**src/smnr_pkg.sv**
```systemverilog
// ----------------------------------------------------------------------------
// smnr_pkg - shared types and constants
// Registry depth, command and mode codes, status codes, token and write types,
// and the mode transition table of the supervisor.
// ----------------------------------------------------------------------------
package smnr_pkg;

   localparam int MAX_NODES = 32;
   localparam int IDX_W     = (MAX_NODES > 1) ? $clog2(MAX_NODES) : 1;
   localparam int CNT_W     = $clog2(MAX_NODES + 1);

   localparam int ID_W     = 32;
   localparam int KIND_W   = 4;
   localparam int ONLINE_W = 7;
   localparam int RCOUNT_W = 6;

   typedef enum logic [2:0] {
      CMD_REGISTER = 3'd0,
      CMD_SET_MODE = 3'd1,
      CMD_ACTIVATE = 3'd2,
      CMD_HEALTH   = 3'd3,
      CMD_SHUTDOWN = 3'd4
   } cmd_type;

   typedef enum logic [2:0] {
      MODE_INIT     = 3'd0,
      MODE_RUN      = 3'd1,
      MODE_HOLD     = 3'd2,
      MODE_SHUTDOWN = 3'd3,
      MODE_FAILOVER = 3'd4,
      MODE_ESTOP    = 3'd5,
      MODE_MAINT    = 3'd6,
      MODE_SIM      = 3'd7
   } mode_type;

   typedef enum logic [1:0] {
      ST_OK        = 2'd0,
      ST_REJECTED  = 2'd1,
      ST_NO_NODES  = 2'd2,
      ST_NO_SERVER = 2'd3
   } status_type;

   typedef enum logic {
      CSR_SERVER_CODE    = 1'b0,
      CSR_REDUNDANT_CODE = 1'b1
   } csr_index_type;

   typedef enum logic {
      FSM_IDLE = 1'b0,
      FSM_WALK = 1'b1
   } fsm_type;

   // Probe that walks the cell row, one cell per cycle.
   typedef struct packed {
      logic [ID_W-1:0] id;     // id under test for a duplicate
      logic            dup;    // a used entry matched the id
      logic            srv;    // a used entry has a server type code
      logic [ID_W-1:0] cand;   // primary candidate: first nonzero server id
   } token_type;

   // Entry write into the cell row.
   typedef struct packed {
      logic              en;
      logic [IDX_W-1:0]  idx;
      logic [ID_W-1:0]   id;
      logic [KIND_W-1:0] kind;
   } wr_type;

   // Bit t of entry c: the move from mode c to mode t is allowed.
   localparam logic [7:0] ALLOWED_TO [8] = '{
      8'b1100_0010,
      8'b0011_1100,
      8'b0110_1010,
      8'b0000_0001,
      8'b0010_0010,
      8'b0100_0000,
      8'b0000_0011,
      8'b0000_0001
   };

   function automatic logic mode_allowed(input logic [2:0] cur, input logic [2:0] tgt);
      logic [7:0] row;
      row = ALLOWED_TO[cur];
      return row[tgt];
   endfunction

endpackage

```
**src/smnr_if.sv**
```systemverilog
// ----------------------------------------------------------------------------
// smnr_if - channel interfaces
// Command, result and register write channels, valid/ready handshake.
// ----------------------------------------------------------------------------
interface smnr_req_if;
   import smnr_pkg::*;
   logic                valid;
   logic                ready;
   logic [2:0]          command;
   logic [ID_W-1:0]     node_id;
   logic [KIND_W-1:0]   node_kind;
   logic [2:0]          mode_request;
   logic [ONLINE_W-1:0] online_count;
   logic [ID_W-1:0]     backup_server_id;

   modport source (output valid, command, node_id, node_kind, mode_request,
                   online_count, backup_server_id, input ready);
   modport sink   (input valid, command, node_id, node_kind, mode_request,
                   online_count, backup_server_id, output ready);
endinterface

interface smnr_rsp_if;
   import smnr_pkg::*;
   logic                valid;
   logic                ready;
   logic [1:0]          status;
   logic [2:0]          mode_after;
   logic                healthy;
   logic [ID_W-1:0]     primary_server_id;
   logic [RCOUNT_W-1:0] registered_count;

   modport source (output valid, status, mode_after, healthy, primary_server_id,
                   registered_count, input ready);
   modport sink   (input valid, status, mode_after, healthy, primary_server_id,
                   registered_count, output ready);
endinterface

interface smnr_csr_if;
   import smnr_pkg::*;
   logic              valid;
   logic              ready;
   logic              index;
   logic [KIND_W-1:0] data;

   modport source (output valid, index, data, input ready);
   modport sink   (input valid, index, data, output ready);
endinterface

```
**src/smnr_cell.sv**
```systemverilog
// ----------------------------------------------------------------------------
// smnr_cell - one registry entry
// Holds one node id and type code, updates the passing probe and hands it on.
// ----------------------------------------------------------------------------
module smnr_cell (
   input  logic                      clock,
   input  logic                      reset,
   input  logic [smnr_pkg::IDX_W-1:0]  my_idx,
   input  logic [smnr_pkg::CNT_W-1:0]  count,
   input  logic [smnr_pkg::KIND_W-1:0] server_code,
   input  logic [smnr_pkg::KIND_W-1:0] redundant_code,
   input  smnr_pkg::wr_type          wr,
   input  logic                      tok_vld_in,
   input  smnr_pkg::token_type       tok_in,
   output logic                      tok_vld_out,
   output smnr_pkg::token_type       tok_out
);
   import smnr_pkg::*;

   logic [ID_W-1:0]   ent_id_ff;
   logic [KIND_W-1:0] ent_kind_ff;
   logic              tok_vld_ff;
   token_type         tok_ff;
   token_type         tok_in_upd;
   logic              used;
   logic              is_srv;

   assign used   = (CNT_W'(my_idx) < count);
   assign is_srv = (ent_kind_ff == server_code) || (ent_kind_ff == redundant_code);

   always_comb begin
      tok_in_upd = tok_in;
      if (used && (ent_id_ff == tok_in.id)) begin
         tok_in_upd.dup = 1'b1;
      end
      if (used && is_srv) begin
         tok_in_upd.srv = 1'b1;
         if (tok_in.cand == '0) begin
            tok_in_upd.cand = ent_id_ff;
         end
      end
   end

   always_ff @(posedge clock) begin
      if (wr.en && (wr.idx == my_idx)) begin
         ent_id_ff   <= wr.id;
         ent_kind_ff <= wr.kind;
      end
      tok_ff <= tok_in_upd;
   end

   always_ff @(posedge clock) begin
      if (reset) begin
         tok_vld_ff <= 1'b0;
      end else begin
         tok_vld_ff <= tok_vld_in;
      end
   end

   assign tok_vld_out = tok_vld_ff;
   assign tok_out     = tok_ff;

endmodule

```
**src/supervisor_mode_and_node_registry.sv**
```systemverilog
// ----------------------------------------------------------------------------
// supervisor_mode_and_node_registry - supervisory mode controller with registry
// Registers nodes, moves the mode along the transition table, activates with
// primary server latch, answers health queries and requests shutdown.
// ----------------------------------------------------------------------------
//
//   channel | dir | handshake      | carries
//   --------+-----+----------------+------------------------------------------
//   req_ch  | in  | valid / ready  | command, node id/kind, mode request, ...
//   rsp_ch  | out | valid / ready  | status, mode, healthy, primary, count
//   csr_ch  | in  | valid / ready  | register index, type code (always ready)
//
// The probe enters the row at the accept edge and moves one cell per cycle
// through the registered cells; the command commits as the probe leaves the
// last cell, and the result register is loaded at that edge.
// One item is in flight at a time. The next item is accepted at the edge that
// takes the result, so a result that waits holds off the next item.
// Reset sets the mode to init, clears node count and primary id and restores
// the type codes to 1 and 2; the registry entries themselves are not cleared,
// only entries below the count are used.
// ----------------------------------------------------------------------------
module supervisor_mode_and_node_registry (
   input  logic       clock,
   input  logic       reset,
   smnr_req_if.sink   req_ch,
   smnr_rsp_if.source rsp_ch,
   smnr_csr_if.sink   csr_ch
);
   import smnr_pkg::*;

   localparam int CMP_W = (CNT_W > ONLINE_W) ? CNT_W : ONLINE_W;
   localparam int PAD_W = CNT_W + RCOUNT_W;

   // Control state
   fsm_type           fsm_ff, fsm_in;
   logic [2:0]        mode_ff, mode_in;
   logic [CNT_W-1:0]  count_ff, count_in;
   logic [ID_W-1:0]   primary_ff, primary_in;
   logic [KIND_W-1:0] server_code_ff, redundant_code_ff;

   // Item held during the walk
   logic [2:0]          cmd_ff;
   logic [KIND_W-1:0]   kind_ff;
   logic [2:0]          target_ff;
   logic [ONLINE_W-1:0] online_ff;
   logic [ID_W-1:0]     backup_ff;

   // Result register
   logic                rsp_valid_ff, rsp_valid_in;
   logic [1:0]          rsp_status_ff, rsp_status_in;
   logic [2:0]          rsp_mode_ff;
   logic                rsp_healthy_ff, rsp_healthy_in;
   logic [ID_W-1:0]     rsp_primary_ff;
   logic [RCOUNT_W-1:0] rsp_count_ff;

   logic              req_acc;
   logic              commit;
   wr_type            wr;
   logic [PAD_W-1:0]  count_pad;

   // Cell row
   logic      chain_vld [MAX_NODES+1];
   token_type chain_tok [MAX_NODES+1];

   assign req_acc      = req_ch.valid && req_ch.ready;
   assign req_ch.ready = (fsm_ff == FSM_IDLE) && (!rsp_valid_ff || rsp_ch.ready);
   assign csr_ch.ready = 1'b1;

   // Inject the probe at the head of the row on accept.
   assign chain_vld[0]      = req_acc;
   assign chain_tok[0].id   = req_ch.node_id;
   assign chain_tok[0].dup  = 1'b0;
   assign chain_tok[0].srv  = 1'b0;
   assign chain_tok[0].cand = primary_ff;

   for (genvar g = 0; g < MAX_NODES; g++) begin : g_cell
      smnr_cell u_cell (
         .clock          (clock),
         .reset          (reset),
         .my_idx         (IDX_W'(g)),
         .count          (count_ff),
         .server_code    (server_code_ff),
         .redundant_code (redundant_code_ff),
         .wr             (wr),
         .tok_vld_in     (chain_vld[g]),
         .tok_in         (chain_tok[g]),
         .tok_vld_out    (chain_vld[g+1]),
         .tok_out        (chain_tok[g+1])
      );
   end

   // Commit when the probe leaves the last cell.
   assign commit = (fsm_ff == FSM_WALK) && chain_vld[MAX_NODES];

   always_comb begin
      fsm_in         = fsm_ff;
      mode_in        = mode_ff;
      count_in       = count_ff;
      primary_in     = primary_ff;
      rsp_status_in  = ST_REJECTED;
      rsp_healthy_in = 1'b0;
      wr.en          = 1'b0;
      wr.idx         = count_ff[IDX_W-1:0];
      wr.id          = chain_tok[MAX_NODES].id;
      wr.kind        = kind_ff;
      rsp_valid_in   = rsp_valid_ff && !rsp_ch.ready;

      unique case (fsm_ff)
         FSM_IDLE: begin
            if (req_acc) begin
               fsm_in = FSM_WALK;
            end
         end
         FSM_WALK: begin
            if (commit) begin
               fsm_in       = FSM_IDLE;
               rsp_valid_in = 1'b1;
               unique case (cmd_ff)
                  CMD_REGISTER: begin
                     if ((count_ff < CNT_W'(MAX_NODES)) && !chain_tok[MAX_NODES].dup) begin
                        wr.en         = 1'b1;
                        count_in      = count_ff + CNT_W'(1);
                        rsp_status_in = ST_OK;
                     end
                  end
                  CMD_SET_MODE: begin
                     if (mode_allowed(mode_ff, target_ff)) begin
                        mode_in       = target_ff;
                        rsp_status_in = ST_OK;
                     end
                  end
                  CMD_ACTIVATE: begin
                     if (count_ff == '0) begin
                        rsp_status_in = ST_NO_NODES;
                     end else if (!chain_tok[MAX_NODES].srv) begin
                        rsp_status_in = ST_NO_SERVER;
                     end else begin
                        // latch the primary even when the move to run is refused
                        primary_in = chain_tok[MAX_NODES].cand;
                        if (mode_allowed(mode_ff, MODE_RUN)) begin
                           mode_in       = MODE_RUN;
                           rsp_status_in = ST_OK;
                        end
                     end
                  end
                  CMD_HEALTH: begin
                     rsp_status_in  = ST_OK;
                     rsp_healthy_in = 1'b1;
                     if ((mode_ff == MODE_ESTOP) || (mode_ff == MODE_SHUTDOWN)) begin
                        rsp_healthy_in = 1'b0;
                     end
                     if ((primary_ff == '0) && (backup_ff == '0)) begin
                        rsp_healthy_in = 1'b0;
                     end
                     if (CMP_W'(online_ff) > CMP_W'(count_ff)) begin
                        rsp_healthy_in = 1'b0;
                     end
                  end
                  CMD_SHUTDOWN: begin
                     if (mode_allowed(mode_ff, MODE_SHUTDOWN)) begin
                        mode_in       = MODE_SHUTDOWN;
                        rsp_status_in = ST_OK;
                     end
                  end
                  default: begin
                     // unused command codes: reject, change nothing
                     rsp_status_in = ST_REJECTED;
                  end
               endcase
            end
         end
         default: begin
            fsm_in = FSM_IDLE;
         end
      endcase
   end

   assign count_pad = PAD_W'(count_in);

   // Control registers
   always_ff @(posedge clock) begin
      if (reset) begin
         fsm_ff            <= FSM_IDLE;
         mode_ff           <= MODE_INIT;
         count_ff          <= '0;
         primary_ff        <= '0;
         server_code_ff    <= KIND_W'(1);
         redundant_code_ff <= KIND_W'(2);
         rsp_valid_ff      <= 1'b0;
      end else begin
         fsm_ff       <= fsm_in;
         mode_ff      <= mode_in;
         count_ff     <= count_in;
         primary_ff   <= primary_in;
         rsp_valid_ff <= rsp_valid_in;
         if (csr_ch.valid && csr_ch.ready) begin
            unique case (csr_ch.index)
               CSR_SERVER_CODE:    server_code_ff    <= csr_ch.data;
               CSR_REDUNDANT_CODE: redundant_code_ff <= csr_ch.data;
               default: ;
            endcase
         end
      end
   end

   // Hold the item fields and the result payload
   always_ff @(posedge clock) begin
      if (req_acc) begin
         cmd_ff    <= req_ch.command;
         kind_ff   <= req_ch.node_kind;
         target_ff <= req_ch.mode_request;
         online_ff <= req_ch.online_count;
         backup_ff <= req_ch.backup_server_id;
      end
      if (commit) begin
         rsp_status_ff  <= rsp_status_in;
         rsp_mode_ff    <= mode_in;
         rsp_healthy_ff <= rsp_healthy_in;
         rsp_primary_ff <= primary_in;
         rsp_count_ff   <= count_pad[RCOUNT_W-1:0];
      end
   end

   assign rsp_ch.valid             = rsp_valid_ff;
   assign rsp_ch.status            = rsp_status_ff;
   assign rsp_ch.mode_after        = rsp_mode_ff;
   assign rsp_ch.healthy           = rsp_healthy_ff;
   assign rsp_ch.primary_server_id = rsp_primary_ff;
   assign rsp_ch.registered_count  = rsp_count_ff;

endmodule

```
**src/flat_wrapper.sv**
```systemverilog
// flat-port wrapper written by rule: the top's interface ports become plain ports
module supervisor_mode_and_node_registry_flat import smnr_pkg::*;
  (clock, reset, req_ch_valid, req_ch_command, req_ch_node_id, req_ch_node_kind, req_ch_mode_request, req_ch_online_count, req_ch_backup_server_id, req_ch_ready, rsp_ch_valid, rsp_ch_status, rsp_ch_mode_after, rsp_ch_healthy, rsp_ch_primary_server_id, rsp_ch_registered_count, rsp_ch_ready, csr_ch_valid, csr_ch_index, csr_ch_data, csr_ch_ready);
  smnr_req_if req_ch_i ();
  smnr_rsp_if rsp_ch_i ();
  smnr_csr_if csr_ch_i ();
  input  logic clock;
  input  logic reset;
  input wire logic [$bits(req_ch_i.valid)-1:0] req_ch_valid;
  input wire logic [$bits(req_ch_i.command)-1:0] req_ch_command;
  input wire logic [$bits(req_ch_i.node_id)-1:0] req_ch_node_id;
  input wire logic [$bits(req_ch_i.node_kind)-1:0] req_ch_node_kind;
  input wire logic [$bits(req_ch_i.mode_request)-1:0] req_ch_mode_request;
  input wire logic [$bits(req_ch_i.online_count)-1:0] req_ch_online_count;
  input wire logic [$bits(req_ch_i.backup_server_id)-1:0] req_ch_backup_server_id;
  output wire logic [$bits(req_ch_i.ready)-1:0] req_ch_ready;
  output wire logic [$bits(rsp_ch_i.valid)-1:0] rsp_ch_valid;
  output wire logic [$bits(rsp_ch_i.status)-1:0] rsp_ch_status;
  output wire logic [$bits(rsp_ch_i.mode_after)-1:0] rsp_ch_mode_after;
  output wire logic [$bits(rsp_ch_i.healthy)-1:0] rsp_ch_healthy;
  output wire logic [$bits(rsp_ch_i.primary_server_id)-1:0] rsp_ch_primary_server_id;
  output wire logic [$bits(rsp_ch_i.registered_count)-1:0] rsp_ch_registered_count;
  input wire logic [$bits(rsp_ch_i.ready)-1:0] rsp_ch_ready;
  input wire logic [$bits(csr_ch_i.valid)-1:0] csr_ch_valid;
  input wire logic [$bits(csr_ch_i.index)-1:0] csr_ch_index;
  input wire logic [$bits(csr_ch_i.data)-1:0] csr_ch_data;
  output wire logic [$bits(csr_ch_i.ready)-1:0] csr_ch_ready;
  assign req_ch_i.valid = req_ch_valid;
  assign req_ch_i.command = req_ch_command;
  assign req_ch_i.node_id = req_ch_node_id;
  assign req_ch_i.node_kind = req_ch_node_kind;
  assign req_ch_i.mode_request = req_ch_mode_request;
  assign req_ch_i.online_count = req_ch_online_count;
  assign req_ch_i.backup_server_id = req_ch_backup_server_id;
  assign req_ch_ready = req_ch_i.ready;
  assign rsp_ch_valid = rsp_ch_i.valid;
  assign rsp_ch_status = rsp_ch_i.status;
  assign rsp_ch_mode_after = rsp_ch_i.mode_after;
  assign rsp_ch_healthy = rsp_ch_i.healthy;
  assign rsp_ch_primary_server_id = rsp_ch_i.primary_server_id;
  assign rsp_ch_registered_count = rsp_ch_i.registered_count;
  assign rsp_ch_i.ready = rsp_ch_ready;
  assign csr_ch_i.valid = csr_ch_valid;
  assign csr_ch_i.index = csr_ch_index;
  assign csr_ch_i.data = csr_ch_data;
  assign csr_ch_ready = csr_ch_i.ready;
  supervisor_mode_and_node_registry u_core (.clock(clock), .reset(reset), .req_ch(req_ch_i), .rsp_ch(rsp_ch_i), .csr_ch(csr_ch_i));
endmodule
```
**config.mk**
```make
export PLATFORM = sky130hd
export DESIGN_NAME = supervisor_mode_and_node_registry_flat
export DESIGN_NICKNAME = d
export VERILOG_FILES = /design/src/smnr_pkg.sv /design/src/smnr_if.sv /design/src/smnr_cell.sv /design/src/supervisor_mode_and_node_registry.sv /design/src/flat_wrapper.sv
export SDC_FILE = /design/constraint.sdc
export NUM_CORES = 2
export LEC_CHECK = 0
export ABC_CLOCK_PERIOD_IN_PS = 4800
export BUFFER_PORTS_ARGS = -buffer_cell sky130_fd_sc_hd__buf_2
export CORE_ASPECT_RATIO = 1.2
export CORE_MARGIN = 3
export CORE_UTILIZATION = 41
export DETAILED_ROUTE_END_ITERATION = 8
export REMOVE_ABC_BUFFERS = 1
export SLEW_MARGIN = 20
export SYNTH_ARGS = -nofsm -noshare
export SYNTH_HDL_FRONTEND = slang
export SYNTH_SLANG_ARGS = --single-unit
```
**constraint.sdc**
```tcl
create_clock -name clock -period 4.8 [get_ports clock]
set_clock_uncertainty 0.05 [all_clocks]
set_input_delay 1.44 -clock clock [delete_from_list [all_inputs] [get_ports clock]]
set_output_delay 1.44 -clock clock [all_outputs]
set_load 0.03 [all_outputs]
```
==> reports/metrics.yaml <==
cts.sinks: 3440
highest_layer: "met4"
dr_wl_met2_mm: 163
coreArea_mm2: 0.265
initialDrtViolationCount: 4367
whs_ns: 0.297
io_pins: 138
min-delay-path-class: "register to register"
cts_max_level: 5
r2r_cells: 5
finalSetupViolations: 0
cp_cell_sequence: "nor3_1 > and3_1 > nand2_1 > nor2_4 > buf_4"
netlist_top_cells_count: "dfxtp_1, edfxtp_1, a21o_1"
critPathMaxStageDelay_ns: 0.72
synth_area_per_cell_um2: 15.4
rsz0062_at_grt: "no"
grt_pass1_vias: 60900
gp_congestion: 0.896
rrSetupSlack_ns: 1.03
holdPathEnd: "u_core.g_cell[1].u_cell.tok_out[60]"
cts_buffers: 329
synth.top_cell.area_share_pct: 40.2
critPathCaptureType: "register"
wl_met1_mm: 125
post_cts_buffers: 0
dp_hpwl_mm: 227
worst_path_max_delay_cell: "nand2_1"
synth_ff_type: "dfxtp_1"
firstDrtPassIters: 5
dpl_worst_slack_ns: 1.08
yosys_warnings: 0
critPathTopFamily: "simple AND/OR/NAND/NOR gates"
die_area_mm2: 0.273
grt-ovfl-total: 0
startpoint_type: "register"
final_nets: 7631
portBuffers: 136
die_y_um: 572
grt_first_pass_wirelength_mm: 441
hold_buffers: 0
fmax_ghz: 0.265
cts_root_buf: "clkbuf_16"
drv_slew: 0
hold_viol: 0
synth-edff-count: 1245
route.met3.wl_mm: 12.9
detail-route-antenna-nets: 0
p_leak_uw: 0.0541
synth.distinct_cells: 68
crit_fanout: 36
cts_resized: 0
routed_wl_mm: 316
cp.required_ns: 5.24
antenna_found_initial: 22
critPathBufInv: 1
slew_headroom_pct: 19.7
placementRows: 207
timing.rr.start: "u_core.cmd_ff[1]"
netlist_area_mm2: 0.109
drive_gt1_share_pct: 11.8
layout_setup_ws_ns: 1.03
status: "completed"
timing.max_cap.violations: 0
cts_tree: "built"
grt_max_degree: 84
synth-seq-cells: 3440
vias: 58200
fin_setup_tns_ns: 0
critPathKind: "register to register"
nFillCells: 23000
post-route-min-period_ns: 3.77
post-route-util_pct: 47.3
yosys.area.top_type: "dfxtp_1"
cts_buffer_depth: 4
start_util_pct: 41.3
syn-instance-count: 7093
irDropWorstVdd_v: 0.000403
drc: 0
area_growth_pct: 14.7
hold_start: "u_core.g_cell[0].u_cell.tok_out[60]"
worstSkewPairLatency_ns: 0.87
cts.clk_slew.worst_paths_ns: 0.07
wire_per_inst_um: 27.8
chipWidth_um: 478
grt.total_usage_pct: 22.4
power_density_mw_per_mm2: 465
async_flop_share_pct: 0
finalCritPeriodShare_pct: 78.5
synth.area.top_cells: "dfxtp_1, edfxtp_1, a21o_1, xor2_1, xnor2_1"
worstMarginPinSlew_ns: 1.20
yosysMostFrequentCell: "dfxtp_1"
holdPathStages: 0
via_per_inst: 5.12
seq_area_frac_synth_pct: 74.3
cp_data_arrival_time_ns: 4.20
r2r_end: "u_core.g_cell[1].u_cell.ent_id_ff[1]"
-- metrics by stage --
stage               total power, uW  instances  instance area [um2]
detailed placement            33000      10700               115000
CTS                           58700      11300               125000
floorplan                     32100       6934               108000
finish                        58400      11400               126000
global route                  60000      11400               126000
global placement              33000      10700               114000
-- cells by family after synthesis --
kind of cell             count (synthesis)  share of synthesized area, %
AO/OA/AOI/OAI                         1175                          8.18
flip-flops                            3440                          74.3
other                                    1                       0.00343
AND/OR/NAND/NOR                        967                          5.42
adder cells (fa/ha/maj)                 17                         0.194
buffers and inverters                  173                          1.22
multiplexers                            36                         0.367
XOR/XNOR                              1284                          10.3
-- routing by layer --
| layer | vias to the layer above | GRT usage [%] |
|---|---|---|
| met1 | 29400 | 26.6 |
| met2 | 1691 | 40.7 |
| met3 | 585 | 2.71 |
| met5 | - | 0 |
| li1 | 26500 | - |
| met4 | 0 | 9.82 |
-- worst max path at each step --
stage / start / to / slack [ns] / cells past startpoint
floorplan: u_core.fsm_ff / u_core.g_cell[25].u_cell.ent_id_ff[0] / 0.56 / 5
global placement: u_core.cmd_ff[1] / u_core.g_cell[1].u_cell.ent_id_ff[7] / 1.03 / 5
detailed placement: u_core.cmd_ff[1] / u_core.g_cell[1].u_cell.ent_id_ff[16] / 1.08 / 5
CTS: u_core.cmd_ff[1] / u_core.g_cell[1].u_cell.ent_id_ff[22] / 1.04 / 5
global route: u_core.cmd_ff[1] / u_core.g_cell[1].u_cell.ent_id_ff[2] / 0.85 / 5
finish: u_core.cmd_ff[1] / u_core.g_cell[1].u_cell.ent_id_ff[1] / 1.03 / 5
-- layout by cell type (no fill, tap or decap), drive strengths merged, types with 9 or more instances in the layout --
| master | count |
|---|---|
| dfxtp | 2195 |
| edfxtp | 1245 |
| a21o | 1028 |
| xor2 | 693 |
| xnor2 | 591 |
| clkbuf | 475 |
| nor4 | 457 |
| buf | 258 |
| nand4 | 221 |
| clkinv | 85 |
| nor2b | 79 |
| nor2 | 58 |
| nor3 | 53 |
| mux2 | 33 |
| o21ai | 33 |
| inv | 30 |
| nand2 | 28 |
| a21oi | 28 |
| a41o | 28 |
| bufinv | 21 |
| nand3 | 20 |
| nand2b | 17 |
| ha | 17 |
| diode | 11 |
| or2 | 11 |
| a2111oi | 9 |
-- state kept, by name (all words and copies together), names as in the netlist --
register,cells
u_core.backup_ff,32
u_core.rsp_ch.mode_after,3
u_core.mode_ff,3
u_core.server_code_ff,4
u_core.rsp_ch.healthy,1
u_core.rsp_ch.valid,1
u_core.online_ff,7
u_core.count_ff,6
u_core.g_cell.u_cell.tok_vld_out,32
u_core.g_cell.u_cell.ent_kind_ff,128
u_core.target_ff,3
u_core.kind_ff,4
u_core.primary_ff,32
u_core.g_cell.u_cell.ent_id_ff,1024
u_core.fsm_ff,1
u_core.cmd_ff,3
u_core.rsp_ch.registered_count,6
u_core.rsp_ch.status,2
u_core.redundant_code_ff,4
u_core.g_cell.u_cell.tok_out,2112
u_core.rsp_ch.primary_server_id,32
-- layout make-up --
cell class | count | area [um2] | share of cell area, %
clock buffer | 475 | 9620 | 7.66
timing repair buffer | 258 | 1630 | 1.30
inverter | 14 | 52.6 | 0.0419
antenna | 11 | 27.5 | 0.0219
tap | 3553 | 4450 | 3.54
multi-input combinational | 3480 | 27000 | 21.5
sequential | 3440 | 81400 | 64.8
clock inverter | 126 | 1330 | 1.06
-- report_power, final --
part	leakage (uW)	total, uW	internal, uW	switching, uW
Clock	0.00541	26000	15100	10900
Sequential	0.0294	31300	30700	582
Combinational	0.0193	1110	363	747
Total	0.0541	58400	46200	12200
Note: power is estimated with default switching activity, not from simulation.
